<file path="config.mk">
export PLATFORM = sky130hd
export DESIGN_NAME = mtep_parser
export DESIGN_NICKNAME = d
export VERILOG_FILES = /design/src/rtl/core/mtep_pkg.sv /design/src/rtl/core/mtep_parser.sv
export SDC_FILE = /design/constraint.sdc
export NUM_CORES = 1
export LEC_CHECK = 0
export BUFFER_PORTS_ARGS = -buffer_cell sky130_fd_sc_hd__buf_2
export CORE_AREA = 2 2 187 171
export CTS_CLUSTER_DIAMETER = 50
export DETAILED_ROUTE_END_ITERATION = 10
export DIE_AREA = 0 0 189 173
export GPL_TIMING_DRIVEN = 0
export PLACE_DENSITY = 0.77
export SLEW_MARGIN = 5
export SYNTH_ARGS = -nofsm -noshare
export SYNTH_HDL_FRONTEND = slang
export SYNTH_SLANG_ARGS = --single-unit
</file>
<file path="constraint.sdc">
create_clock -name clk -period 8.2 [get_ports clk]
set_input_delay 2.46 -clock clk [delete_from_list [all_inputs] [get_ports clk]]
set_output_delay 2.46 -clock clk [all_outputs]
set_load 0.1 [all_outputs]
</file>
<file path="src/rtl/core/mtep_pkg.sv">
// Shared types and constants for the MIDI track event parser.
package mtep_pkg;

    typedef enum logic [2:0] {
        PH_DELTA,
        PH_STATUS,
        PH_DATA1,
        PH_DATA2,
        PH_MTYPE,
        PH_LEN,
        PH_SKIP,
        PH_PAYLOAD
    } mtep_phase_t;

    typedef enum logic [2:0] {
        KIND_NOTE  = 3'd0,
        KIND_TEMPO = 3'd1,
        KIND_TSIG  = 3'd2,
        KIND_EOT   = 3'd3,
        KIND_ERROR = 3'd4
    } mtep_kind_t;

    typedef enum logic [1:0] {
        ERR_DELTA_VLQ = 2'd0,
        ERR_META_LEN  = 2'd1,
        ERR_STATUS    = 2'd2,
        ERR_LEN_VLQ   = 2'd3
    } mtep_err_t;

    localparam logic [7:0] ST_SYSEX      = 8'hF0;
    localparam logic [7:0] ST_SYSEX_ESC  = 8'hF7;
    localparam logic [7:0] ST_META       = 8'hFF;
    localparam logic [7:0] META_EOT      = 8'h2F;
    localparam logic [7:0] META_TEMPO    = 8'h51;
    localparam logic [7:0] META_TSIG     = 8'h58;
    localparam logic [27:0] LEN_TEMPO    = 28'h3;
    localparam logic [27:0] LEN_TSIG     = 28'h4;
    localparam logic [3:0] HI_NOTE_OFF   = 4'h8;
    localparam logic [3:0] HI_NOTE_ON    = 4'h9;
    localparam logic [3:0] HI_PROG       = 4'hC;
    localparam logic [3:0] HI_PRESS      = 4'hD;
    localparam logic [3:0] HI_SYSTEM     = 4'hF;

    // note table epoch tag width
    localparam int EPOCH_W = 8;

    typedef struct packed {
        logic rd_en;
        logic wr_en;
        logic wr_active;
        logic new_track;
    } mtep_tbl_req_t;

    typedef struct packed {
        mtep_kind_t  kind;
        logic [3:0]  channel;
        logic [6:0]  key;
        logic [31:0] start_tick;
        logic [31:0] event_tick;
        logic [23:0] tempo_value;
        logic [7:0]  sig_numerator;
        logic [7:0]  sig_denominator_exp;
        mtep_err_t   error_code;
    } mtep_result_t;

endpackage

</file>
<file path="src/rtl/core/mtep_parser.sv">
// Byte-level track parser with result register.
module mtep_parser #(
    parameter int CHANNELS   = 16,
    parameter int KEYS       = 128,
    parameter int TICK_WIDTH = 32,
    parameter int AW         = 11
) (
    input  logic                    clk,
    input  logic                    rst_n,
    input  logic                    acc,
    input  logic [7:0]              data_byte,
    input  logic                    track_start,
    input  logic                    out_ready,
    input  logic                    tbl_active,
    input  logic [31:0]             tbl_start,
    output mtep_pkg::mtep_tbl_req_t tbl_req,
    output logic [AW-1:0]           tbl_addr,
    output logic [31:0]             tbl_wr_start,
    output logic                    out_valid,
    output mtep_pkg::mtep_result_t  result
);

    localparam int SW = ((TICK_WIDTH > 28) ? TICK_WIDTH : 28) + 1;
    localparam logic [TICK_WIDTH-1:0] TickMax = {TICK_WIDTH{1'b1}};

    mtep_pkg::mtep_phase_t ph_reg, ph_next;
    logic [7:0]            rs_reg, rs_next;
    logic [7:0]            es_reg, es_next;
    logic [TICK_WIDTH-1:0] tick_reg, tick_next;
    logic [27:0]           vlq_reg, vlq_next;
    logic [1:0]            vb_reg, vb_next;
    logic [7:0]            mt_reg, mt_next;
    logic [27:0]           skip_reg, skip_next;
    logic [6:0]            key_reg, key_next;
    logic [23:0]           pay_reg, pay_next;
    logic [2:0]            pidx_reg, pidx_next;
    logic [15:0]           sig_reg, sig_next;
    logic                  err_reg, err_next;
    logic                  out_valid_reg;
    mtep_pkg::mtep_result_t res_reg, res_c;
    logic                  emit;

    logic                  more;
    logic [27:0]           vlq_sh;
    logic [SW-1:0]         sum;
    logic                  note_off;

    assign more         = data_byte[7];
    assign out_valid    = out_valid_reg;
    assign result       = res_reg;
    assign tbl_wr_start = 32'(tick_next);

    always_comb
    begin
        // track start reloads the reset state before the byte is parsed
        ph_next   = track_start ? mtep_pkg::PH_DELTA : ph_reg;
        rs_next   = track_start ? '0 : rs_reg;
        es_next   = track_start ? '0 : es_reg;
        tick_next = track_start ? '0 : tick_reg;
        vlq_next  = track_start ? '0 : vlq_reg;
        vb_next   = track_start ? '0 : vb_reg;
        mt_next   = track_start ? '0 : mt_reg;
        skip_next = track_start ? '0 : skip_reg;
        key_next  = track_start ? '0 : key_reg;
        pay_next  = track_start ? '0 : pay_reg;
        pidx_next = track_start ? '0 : pidx_reg;
        sig_next  = track_start ? '0 : sig_reg;
        err_next  = track_start ? 1'b0 : err_reg;

        res_c      = '0;
        emit       = 1'b0;
        tbl_req    = '0;
        tbl_addr   = '0;
        vlq_sh     = {vlq_next[20:0], data_byte[6:0]};
        sum        = SW'(tick_next) + SW'(vlq_sh);
        note_off   = (es_next[7:4] == mtep_pkg::HI_NOTE_OFF) || (data_byte == 8'h00);

        if (acc)
        begin
            tbl_req.new_track = track_start;
            if (!err_next)
            begin
                unique case (ph_next)
                    mtep_pkg::PH_DELTA:
                    begin
                        if (more && vb_next == 2'd3)
                        begin
                            err_next         = 1'b1;
                            emit             = 1'b1;
                            res_c.kind       = mtep_pkg::KIND_ERROR;
                            res_c.error_code = mtep_pkg::ERR_DELTA_VLQ;
                        end
                        else if (more)
                        begin
                            vlq_next = vlq_sh;
                            vb_next  = vb_next + 2'd1;
                        end
                        else
                        begin
                            tick_next = (sum > SW'(TickMax)) ? TickMax : TICK_WIDTH'(sum);
                            vlq_next  = '0;
                            vb_next   = '0;
                            ph_next   = mtep_pkg::PH_STATUS;
                        end
                    end
                    mtep_pkg::PH_STATUS, mtep_pkg::PH_DATA1:
                    begin
                        if (ph_next == mtep_pkg::PH_STATUS && more)
                        begin
                            if (data_byte == mtep_pkg::ST_SYSEX ||
                                data_byte == mtep_pkg::ST_SYSEX_ESC)
                            begin
                                es_next  = data_byte;
                                rs_next  = '0;
                                vlq_next = '0;
                                vb_next  = '0;
                                ph_next  = mtep_pkg::PH_LEN;
                            end
                            else if (data_byte == mtep_pkg::ST_META)
                            begin
                                es_next = data_byte;
                                rs_next = '0;
                                ph_next = mtep_pkg::PH_MTYPE;
                            end
                            else if (data_byte[7:4] == mtep_pkg::HI_SYSTEM)
                            begin
                                err_next         = 1'b1;
                                emit             = 1'b1;
                                res_c.kind       = mtep_pkg::KIND_ERROR;
                                res_c.error_code = mtep_pkg::ERR_STATUS;
                            end
                            else
                            begin
                                rs_next = data_byte;
                                es_next = data_byte;
                                ph_next = mtep_pkg::PH_DATA1;
                            end
                        end
                        else if (ph_next == mtep_pkg::PH_STATUS && rs_next == 8'h00)
                        begin
                            err_next         = 1'b1;
                            emit             = 1'b1;
                            res_c.kind       = mtep_pkg::KIND_ERROR;
                            res_c.error_code = mtep_pkg::ERR_STATUS;
                        end
                        else
                        begin
                            // first data byte, possibly under running status
                            if (ph_next == mtep_pkg::PH_STATUS)
                            begin
                                es_next = rs_next;
                            end
                            if (es_next[7:4] == mtep_pkg::HI_PROG ||
                                es_next[7:4] == mtep_pkg::HI_PRESS)
                            begin
                                ph_next = mtep_pkg::PH_DELTA;
                            end
                            else
                            begin
                                key_next      = data_byte[6:0];
                                ph_next       = mtep_pkg::PH_DATA2;
                                tbl_req.rd_en = 1'b1;
                                tbl_addr      = AW'(int'(es_next[3:0]) * KEYS
                                                    + int'(data_byte[6:0]));
                            end
                        end
                    end
                    mtep_pkg::PH_DATA2:
                    begin
                        ph_next  = mtep_pkg::PH_DELTA;
                        tbl_addr = AW'(int'(es_next[3:0]) * KEYS + int'(key_next));
                        if ((es_next[7:4] == mtep_pkg::HI_NOTE_OFF ||
                             es_next[7:4] == mtep_pkg::HI_NOTE_ON) &&
                            int'(es_next[3:0]) < CHANNELS && int'(key_next) < KEYS)
                        begin
                            if (note_off)
                            begin
                                if (tbl_active)
                                begin
                                    tbl_req.wr_en     = 1'b1;
                                    tbl_req.wr_active = 1'b0;
                                    emit              = 1'b1;
                                    res_c.kind        = mtep_pkg::KIND_NOTE;
                                    res_c.channel     = es_next[3:0];
                                    res_c.key         = key_next;
                                    res_c.start_tick  = tbl_start;
                                end
                            end
                            else if (!tbl_active)
                            begin
                                tbl_req.wr_en     = 1'b1;
                                tbl_req.wr_active = 1'b1;
                            end
                        end
                    end
                    mtep_pkg::PH_MTYPE:
                    begin
                        mt_next  = data_byte;
                        vlq_next = '0;
                        vb_next  = '0;
                        ph_next  = mtep_pkg::PH_LEN;
                    end
                    mtep_pkg::PH_LEN:
                    begin
                        if (more && vb_next == 2'd3)
                        begin
                            err_next         = 1'b1;
                            emit             = 1'b1;
                            res_c.kind       = mtep_pkg::KIND_ERROR;
                            res_c.error_code = mtep_pkg::ERR_LEN_VLQ;
                        end
                        else if (more)
                        begin
                            vlq_next = vlq_sh;
                            vb_next  = vb_next + 2'd1;
                        end
                        else
                        begin
                            vlq_next  = '0;
                            vb_next   = '0;
                            pay_next  = '0;
                            pidx_next = '0;
                            if (es_next == mtep_pkg::ST_META && mt_next == mtep_pkg::META_EOT)
                            begin
                                emit    = 1'b1;
                                ph_next = mtep_pkg::PH_DELTA;
                                if (vlq_sh != 28'h0)
                                begin
                                    err_next         = 1'b1;
                                    res_c.kind       = mtep_pkg::KIND_ERROR;
                                    res_c.error_code = mtep_pkg::ERR_META_LEN;
                                end
                                else
                                begin
                                    res_c.kind = mtep_pkg::KIND_EOT;
                                end
                            end
                            else if (es_next == mtep_pkg::ST_META &&
                                     (mt_next == mtep_pkg::META_TEMPO ||
                                      mt_next == mtep_pkg::META_TSIG))
                            begin
                                if ((mt_next == mtep_pkg::META_TEMPO &&
                                     vlq_sh != mtep_pkg::LEN_TEMPO) ||
                                    (mt_next == mtep_pkg::META_TSIG &&
                                     vlq_sh != mtep_pkg::LEN_TSIG))
                                begin
                                    err_next         = 1'b1;
                                    emit             = 1'b1;
                                    res_c.kind       = mtep_pkg::KIND_ERROR;
                                    res_c.error_code = mtep_pkg::ERR_META_LEN;
                                end
                                else
                                begin
                                    ph_next = mtep_pkg::PH_PAYLOAD;
                                end
                            end
                            else
                            begin
                                skip_next = vlq_sh;
                                ph_next   = (vlq_sh != 28'h0) ? mtep_pkg::PH_SKIP
                                                              : mtep_pkg::PH_DELTA;
                            end
                        end
                    end
                    mtep_pkg::PH_SKIP:
                    begin
                        if (skip_next != 28'h0)
                        begin
                            skip_next = skip_next - 28'd1;
                        end
                        if (skip_next == 28'h0)
                        begin
                            ph_next = mtep_pkg::PH_DELTA;
                        end
                    end
                    mtep_pkg::PH_PAYLOAD:
                    begin
                        if (mt_next == mtep_pkg::META_TEMPO)
                        begin
                            pay_next  = {pay_next[15:0], data_byte};
                            pidx_next = pidx_next + 3'd1;
                            if (pidx_next == 3'd3)
                            begin
                                ph_next           = mtep_pkg::PH_DELTA;
                                pidx_next         = '0;
                                emit              = 1'b1;
                                res_c.kind        = mtep_pkg::KIND_TEMPO;
                                res_c.tempo_value = pay_next;
                            end
                        end
                        else
                        begin
                            if (pidx_next < 3'd2)
                            begin
                                sig_next = {sig_next[7:0], data_byte};
                            end
                            pidx_next = pidx_next + 3'd1;
                            if (pidx_next == 3'd4)
                            begin
                                ph_next                   = mtep_pkg::PH_DELTA;
                                pidx_next                 = '0;
                                emit                      = 1'b1;
                                res_c.kind                = mtep_pkg::KIND_TSIG;
                                res_c.sig_numerator       = sig_next[15:8];
                                res_c.sig_denominator_exp = sig_next[7:0];
                            end
                        end
                    end
                    default:
                    begin
                        ph_next = mtep_pkg::PH_DELTA;
                    end
                endcase
            end
        end
        res_c.event_tick = 32'(tick_next);
    end

    always_ff @(posedge clk or negedge rst_n)
    begin
        if (!rst_n)
        begin
            ph_reg        <= mtep_pkg::PH_DELTA;
            rs_reg        <= '0;
            es_reg        <= '0;
            tick_reg      <= '0;
            vlq_reg       <= '0;
            vb_reg        <= '0;
            mt_reg        <= '0;
            skip_reg      <= '0;
            key_reg       <= '0;
            pay_reg       <= '0;
            pidx_reg      <= '0;
            sig_reg       <= '0;
            err_reg       <= 1'b0;
            out_valid_reg <= 1'b0;
        end
        else
        begin
            if (acc)
            begin
                ph_reg   <= ph_next;
                rs_reg   <= rs_next;
                es_reg   <= es_next;
                tick_reg <= tick_next;
                vlq_reg  <= vlq_next;
                vb_reg   <= vb_next;
                mt_reg   <= mt_next;
                skip_reg <= skip_next;
                key_reg  <= key_next;
                pay_reg  <= pay_next;
                pidx_reg <= pidx_next;
                sig_reg  <= sig_next;
                err_reg  <= err_next;
                out_valid_reg <= emit;
            end
            else if (out_ready)
            begin
                out_valid_reg <= 1'b0;
            end
        end
    end

    always_ff @(posedge clk)
    begin
        if (acc && emit)
        begin
            res_reg <= res_c;
        end
    end

endmodule

</file>
Word-level counts from Yosys, hierarchy flattened --
Cells that the tools add are included.
Storage, ports and cells: word-level logic and storage cells 267, latch bits 0, input bits 46, bits in registers 289, output and inout port bits 168, memories 0, ROM bits 0, bits in writable memories 0
Operators by class: add/sub/neg operators 6, $lt $le $gt $ge 2, reductions and logical operators 27, eq/ne operators 24, shift-type cells 0, multiply operators 0, multiplexer cells 176, bitwise operators 9, divide/modulo/power cells 0
Operators with widths (count):
- $mux 28 | 16
- $mux 32 | 7
- $mux 8 | 24
- $mux 24 | 5
- $mux 3 | 40
- $pmux 28 s3 | 1
- $mux 16 | 5
- $pmux 28 s2 | 1
- $reduce_bool 28->1 | 2
- $mux 11 | 5
- $pmux 24 s2 | 1
- $mux 2 | 21
- $mux 7 | 6
- $mux 1 | 35
- $add 32x28->33 | 1
- $gt 33x32->1 const B | 1
- $eq 8x8->1 const B | 4
- $logic_not 28->1 | 1
- $ne 28x2->1 const B | 1
- $ne 28x3->1 const B | 1
- $sub 28x1->28 const B | 1
- $add 11x7->11 | 2
- $pmux 11 s2 | 1
- $pmux 3 s7 | 1
- 26 further kinds | 61

Longest topological paths before layout --
Gate-level depths: netlist of the first run.
depth after elaboration 16, depth in mapped cells 19, gate-level depth less buffers 13

Least setup slack after synthesis of the first run --
Ideal clock, no wire load.
kind input to output, start point in track_start, end point out tbl_wr_start[31], data arrival time 7.505 ns, path slack -1.765 ns, required time 5.740 ns, stages 18, path through buf_2 > buf_2 > buf_1 > buf_1 > clkbuf_1 > buf_1 > buf_2 > nor2_1 > ha_1 > nand2b_1 > a2111oi_0 > a211oi_1 > a21oi_1 > o21bai_1 > a41o_1 > nor3_2 > nand3_1 > mux2i_1
On the way: cells in the longest elaborated chain, start to end 9, elaborated cells on any way between the ends 16, classes of those cells add/sub: 1; order compare: 1; eq/ne: 1; mux: 11; reduce/logical: 2
RTL lines:
- start, declared | RTL line mtep_parser.sv:12 | input logic track_start,
- $mux 32 / $mux 28 (equally long branches) | RTL line mtep_parser.sv:59, mtep_parser.sv:60
- $add 32x28->33 | RTL line mtep_parser.sv:75 | sum = SW'(tick_next) + SW'(vlq_sh);
- $gt 33x32->1 | RTL line mtep_parser.sv:100 | tick_next = (sum > SW'(TickMax)) ? TickMax : TICK_WIDTH'(sum);
- $mux 32 | RTL line mtep_parser.sv:100
- $mux 32 | RTL line mtep_parser.sv:93 | else if (more)
- $mux 32 | RTL line mtep_parser.sv:86 | if (more && vb_next == 2'd3)
- $mux 32 | RTL line mtep_parser.sv:83 | unique case (ph_next)
- $mux 32 | RTL line mtep_parser.sv:81 | if (!err_next)
- $mux 32 * | RTL line mtep_parser.sv:78 | if (acc)
- end, declared | RTL line mtep_parser.sv:18 | output logic [31:0] tbl_wr_start,
Mark *: on every way between the ends. The rest lies on a longest branch, timed or not.

Final worst setup path of the first run --
start point in data_byte[1], end point out tbl_wr_start[15]
On the way: cells in the longest elaborated chain, start to end 8
RTL lines:
- start, declared | RTL line mtep_parser.sv:11 | input logic [7:0] data_byte,
- $add 32x28->33 * | RTL line mtep_parser.sv:75
- $gt 33x32->1 | RTL line mtep_parser.sv:100
- $mux 32 * | RTL line mtep_parser.sv:100
- $mux 32 * | RTL line mtep_parser.sv:93
- $mux 32 * | RTL line mtep_parser.sv:86
- $mux 32 * | RTL line mtep_parser.sv:83
- $mux 32 * | RTL line mtep_parser.sv:81
- $mux 32 * | RTL line mtep_parser.sv:78
Marked as above.

==> results of run 1 <==
==> metal layers <==
| layer | global-route usage | routed length, um | vias to the layer above |
|---|---|---|---|
| li1 | - | - | 7095 |
| met1 | 0.512 | 24500 | 7800 |
| met2 | 0.540 | 27200 | 1044 |
| met3 | 0.0938 | 7390 | 141 |
| met4 | 0.119 | 1940 | 0 |
| met5 | 0 | 0 | - |
==> logic make-up after synthesis <==
group                      Yosys count  share of synthesized area
xor gates and xnor gates            38                     0.0206
muxes                               49                     0.0319
adders and majority gates           33                     0.0259
buffers and inverters              165                     0.0410
AOI/OAI and AO/OA                  509                      0.211
and+or+nand+nor                    678                      0.207
DFF                                274                      0.462
==> path summary, 6_finish.rpt <==
path	start	endpoint	slack (ns)	cells past startpoint
worst max-delay path	data_byte[1]	tbl_wr_start[15]	-0.03	14
worst min-delay path	out_valid	out_valid	0.48	1
worst max register to register	vlq_reg[5]	tick_reg[19]	1.92	40
worst min register to register	out_valid	out_valid	0.48	1
max in group asynchronous	rst_n	tick_reg[31]	5.48	2
min in group asynchronous	rst_n	skip_reg[19]	1.89	1
==> cell usage after synthesis (30+ instances only) <==
master	number	area share
a21oi_1	101	0.031
a22o_1	46	0.025
a22oi_1	34	0.016
and2_1	60	0.023
clkbuf_1	89	0.021
dfrtp_1	154	0.24
edfxtp_1	120	0.22
ha_1	31	0.024
inv_1	39	0.0091
mux2i_1	30	0.019
nand2_1	201	0.047
nand3_1	34	0.011
nor2_1	159	0.037
nor2b_1	57	0.022
nor3_1	53	0.016
o21ai_0	92	0.029
==> layout by cell type (no fill, tap or decap), drive strengths merged, types with 45 or more instances in the layout <==
cell type  count
buf          342
nand2        201
nor2         159
dfrtp        154
clkbuf       138
edfxtp       120
o21ai        118
a21oi        102
and2          60
nor3          58
nor2b         57
a22o          46
inv           45
==> metrics by stage <==
step / setup slack [ns] / util / setup TNS (ns)
after floorplan: -0.718 / - / -1.47
after global placement: -2.46 / 0.590 / -348.20
after detailed placement: -2.06 / 0.595 / -54.34
after CTS: -0.106 / 0.669 / -0.439
after global routing: -0.0959 / 0.687 / -0.632
final: -0.0270 / 0.687 / -0.108
==> what timing repair did <==
item | 4_1_cts | 5_1_grt
cloned | 0 | 1
pin swaps | 29 | 35
setup endpoints to repair | 44 | 44
gates resized for setup | 191 | 90
setup buffers | 60 | 32
==> final cells by class <==
class,count,area [um2]
plain buffers,119,782
clock inverters,14,159
inverters,41,161
repair buffers,313,2220
multi-input cells,1307,8800
flip-flops and latches,274,7460
fillers,2312,9590
clock buffers,48,933
well taps,409,512
==> critical path, stage by stage <==
cell and delay [ns]:
buf_2 0.23, buf_2 0.35, inv_1 0.30, fa_2 0.46, nand2b_4 0.17, a21oi_4 0.17
o21ai_4 0.10, o21ai_4 0.22, a31oi_4 0.17, or2_4 0.30, buf_12 0.15, buf_4 0.14
a31oi_4 0.19, buf_4 0.32
==> power breakdown <==
| part | total, W | switching (W) | internal (W) | leakage (nW) |
|---|---|---|---|---|
| combinational | 0.00173 | 0.00117 | 0.000561 | 5.30 |
| clock | 0.00147 | 0.000602 | 0.000870 | 0.535 |
| sequential | 0.00167 | 0.000119 | 0.00155 | 3.31 |
| total | 0.00488 | 0.00189 | 0.00298 | 9.15 |
==> metrics, run 1 <==
Layout Cells excl Fill 2525; largest net degree at the start of global routing 84; placer congestion estimate a little over 1; Post-Synthesis Cells 1746; RSZ-0062 raised after global routing yes; HPWL Detailed roughly 41000 um; CTS root buf clkbuf_16; max-slew violations 0; Netlist cell types between 80 and 90; GRT overflow 0; initial antenna violation count 1; synthesis-to-layout area growth 30.3%; Final period util 1.00; Num CTS Buffers 34; DRC viols 0; die width 189 um; placed cells 2376; CTS sink cnt 274; Post-Place Cell Area roughly 18000 um2; LEAKAGE around 9.2 nW; CP arrival between 5 and 6 ns; die outline area ~33000 um2; layout cells sized above 1 0.259; Pre-antenna DRT Iters 6; Async S/R FF share, synth 0.562; drt via density 6.37; #FFs+latches synth 274; cell area after synthesis 16100 um2; Cell Pwr Density 232 nW/um2; clock buffer depth 3; PortBufs approximately 210; Rel. slew slack 0.167; worst clock skew 0.0308 ns; Startpoint Class primary input; CP Capture Type output pin; Final WS setup -0.0270 ns; Mapped Nets 1824; H-tree levels 2; WL per Instance 24.2 um; diodes inserted 0; Fmax achieved 0.122 GHz; Setup CP Type primary input to output pin; final antenna-violating net count 0; die height about 170 um; Ports 214; initial detailed-routing violation count between 2000 and 2500; Tightest Pin Transition between 1 and 1.5 ns; cts hold-fix bufs 0; worst skew pair latency 0.54 ns; final hold violations 0; drt total wl 61000 um; gr usage total 0.361; fin nets 2168; HP Class flip-flop to flip-flop; Avg Cell Area, Syn 9.24 um2; max_cap viols 0; status finished with violations; CTS tree done; via count 16080; Initial Utilization 0.527; Overall Power 0.00488 W; Post-synth EDFFs 120; fin area 21000 um2; minimum clock period 8.23 ns; final-report setup violation count 7; first-pass GRT wire length 90900 um; Synth Flop Type dfrtp_1; flip-flop count of the largest register after layout 120; worst-case vdd ir drop between 150 and 200 uV; Yosys warnings 0; failing checks setup timing; register area share after synthesis 0.462; CP required 5.74 ns; core area 30600 um2; Rows 61; vias in the first global route 15226; hold_ws 0.479 ns; clock-pin slew on the worst setup and hold paths 0.06 ns; Worst Path Max Fanout 10
Power figures use the tool's default switching activity.
==> run 2, diff against run 1 <==
--- a/config.mk
+++ b/config.mk
@@ -6,12 +6,12 @@
 export NUM_CORES = 1
 export LEC_CHECK = 0
 export BUFFER_PORTS_ARGS = -buffer_cell sky130_fd_sc_hd__buf_2
-export CORE_AREA = 2 2 187 171
+export CORE_AREA = 2 2 203 185
 export CTS_CLUSTER_DIAMETER = 50
 export DETAILED_ROUTE_END_ITERATION = 10
-export DIE_AREA = 0 0 189 173
+export DIE_AREA = 0 0 205 187
 export GPL_TIMING_DRIVEN = 0
-export PLACE_DENSITY = 0.77
+export PLACE_DENSITY = 0.67
 export SLEW_MARGIN = 5
 export SYNTH_ARGS = -nofsm -noshare
 export SYNTH_HDL_FRONTEND = slang
==> metrics, run 2 (synthesized netlist as in run 1, its figures left out) <==
status finished with violations; failing checks setup timing; clock-pin slew on the worst setup and hold paths 0.05 ns (about the same); die width 205 um (+8.5%); drt via density 6.12 (-3.9%); gr usage total 0.317 (-0.0441); initial antenna violation count 0 (-1); Worst Path Max Fanout 7 (-3); # fillers 3167 (+37%); Pre-antenna DRT Iters 8 (+2); GRT overflow 0 (unchanged); synthesis-to-layout area growth 33.4%; vias in the first global route 14970 (-1.7%); Most common cell on crit path buf_12; minimum clock period 8.34 ns (+0.112 ns); Initial Utilization 0.441 (-0.0857); H-tree levels 2 (unchanged); Register Area 7460 um2 (unchanged); Crit path largest cell delay 0.33 ns (-0.13 ns); initial detailed-routing violation count 1800 (-19%); Startpoint Class primary input; worst-case vdd ir drop 153 uV (-23%); CTS root buf clkbuf_16; worst clock skew 0.0253 ns (-0.00550 ns); DRC viols 0 (unchanged); Hold Path Cell Cnt 1 (unchanged); placed cells 2450 (+3.1%); fin nets 2182 (+0.65%); first-pass GRT wire length 92000 um (+1.2%); placer congestion estimate 0.985 (-2.9%); Setup CP Type primary input to output pin; CP required 5.74 ns (about the same); most frequent cells in the layout 189 x nand2_1, 189 x buf_2, 154 x nor2_1, 154 x dfrtp_1, 120 x edfxtp_1; Overall Power 0.00505 W (+3.6%); LEAKAGE 9.31 nW (+1.7%); Rel. slew slack 0.279 (+0.112); max-slew violations 0 (unchanged); Ports 214 (unchanged); Cell Pwr Density 235 nW/um2 (+1.2%); Fmax achieved 0.120 GHz (-1.3%); CTS sink cnt 274 (unchanged); worst skew pair latency 0.56 ns (+0.02 ns); RSZ-0062 raised after global routing yes; flip-flop count of the largest register after layout 120 (unchanged); WL per Instance 23.7 um (-1.8%); final-report setup violation count 2 (-5); Critical-path top delay cell o211ai_1; layout cells sized above 1 0.272 (+0.0132); Multi-input gate area 8890 um2 (+1.1%); Tightest Pin Transition 1.08 ns (-0.157 ns); Final period util 1.02 (+0.0137); max_cap viols 0 (unchanged); die height 187 um (+8.1%); Reg2Reg Depth 40 (unchanged); diodes inserted 0 (unchanged); PortBufs 213 (unchanged); HPWL Detailed 42900 um (+3.8%); final hold violations 0 (unchanged); clock buffer depth 3 (unchanged); Final WS setup -0.139 ns (-0.112 ns); CP Capture Type output pin; die outline area 38300 um2 (+17%); HP Class flip-flop to flip-flop; Layout Cells excl Fill 2614 (+3.5%); crit-path cells buf_16 -> buf_12 -> buf_12 -> clkbuf_16 -> nor2b_4 -> ha_4 -> buf_6 -> a211o_1 -> and3b_2 -> o211ai_1 -> a21oi_2 -> buf_4 -> buf_6 -> o31a_1 -> nor2_1 -> xor2_1 -> a21oi_2 -> buf_4 -> a21o_4 -> buf_12; Num CTS Buffers 36 (+5.9%); Rows 67 (+9.8%); CP top delay family compound AO/OA/AOI/OAI gates; via count 15997 (-0.52%); core area 36600 um2 (+19%); drt total wl 62100 um (+1.7%); largest net degree at the start of global routing 87 (+3.6%); CTS tree done; CP Depth 20 (+6); Worst Path Buf+Inv 9 (+3); final antenna-violating net count 0 (unchanged); CP arrival 5.88 ns (+0.11 ns)
[run 2: cell types whose count changed in the layout (fill, tap and decap cells not counted), sizes merged]
cell      previous run  this run
clkbuf             138       129
clkinv               8        11
buf                342       355
clkinvlp             0         4
inv                 45        46
bufinv               2         5
[run 2: metrics by stage]
stage                     setup slack (ns)   util  area [um2]  setup TNS [ns]  hold WS [ns]
final                               -0.139  0.589       21500          -0.194         0.473
after global routing                -0.241  0.589       21500          -0.526         0.499
after CTS                          -0.0786  0.575       21000          -0.109         0.477
after detailed placement             -2.02  0.501       18300          -54.49         0.462
after global placement               -2.64  0.496       18100         -370.70         0.452
after floorplan                     -0.718      -       16500           -1.47         0.438
[run 2: routing by layer]
metal  vias to the layer above  GRT usage  wire [um]  share of wire
met1                      7790      0.459      26400           0.43
li1                       7118          -          -              -
met2                       931      0.464      26800           0.43
met5                         -          0          0              0
met4                         0      0.118       2120          0.034
met3                       158     0.0692       6710           0.11
[run 2: area by class of cell]
type / count / area share
multi-input cells: 1307 / 0.413
flip-flops and latches: 274 / 0.347
repair buffers: 324 / 0.108
clock buffers: 40 / 0.0426
plain buffers: 120 / 0.0385
well taps: 483 / 0.0281
clock inverters: 25 / 0.0149
inverters: 41 / 0.00791
[run 2: what timing repair did]
action	CTS	global route
endpoints found under the hold margin	0	0
gates resized for setup	230	64
buffers inserted	70	32
cloned	1	2
setup endpoints to repair	44	44
pin swaps	32	32
hold buffers	0	0
[run 2: power breakdown]
part | internal (W) | switching (W)
clock | 0.000984 | 0.000654
sequential | 0.00155 | 0.000117
combinational | 0.000571 | 0.00117
[run 2: path summary, 6_finish.rpt]
kind	startpoint	to	slack, ns
setup reg to reg	vlq_reg[5]	tick_reg[19]	1.71
min in group asynchronous	rst_n	skip_reg[17]	1.84
max in group asynchronous	rst_n	tick_reg[31]	5.51
hold / removal	tick_reg[23]	tick_reg[23]	0.47
hold reg to reg	tick_reg[23]	tick_reg[23]	0.47
setup / recovery	track_start	tbl_wr_start[19]	-0.14
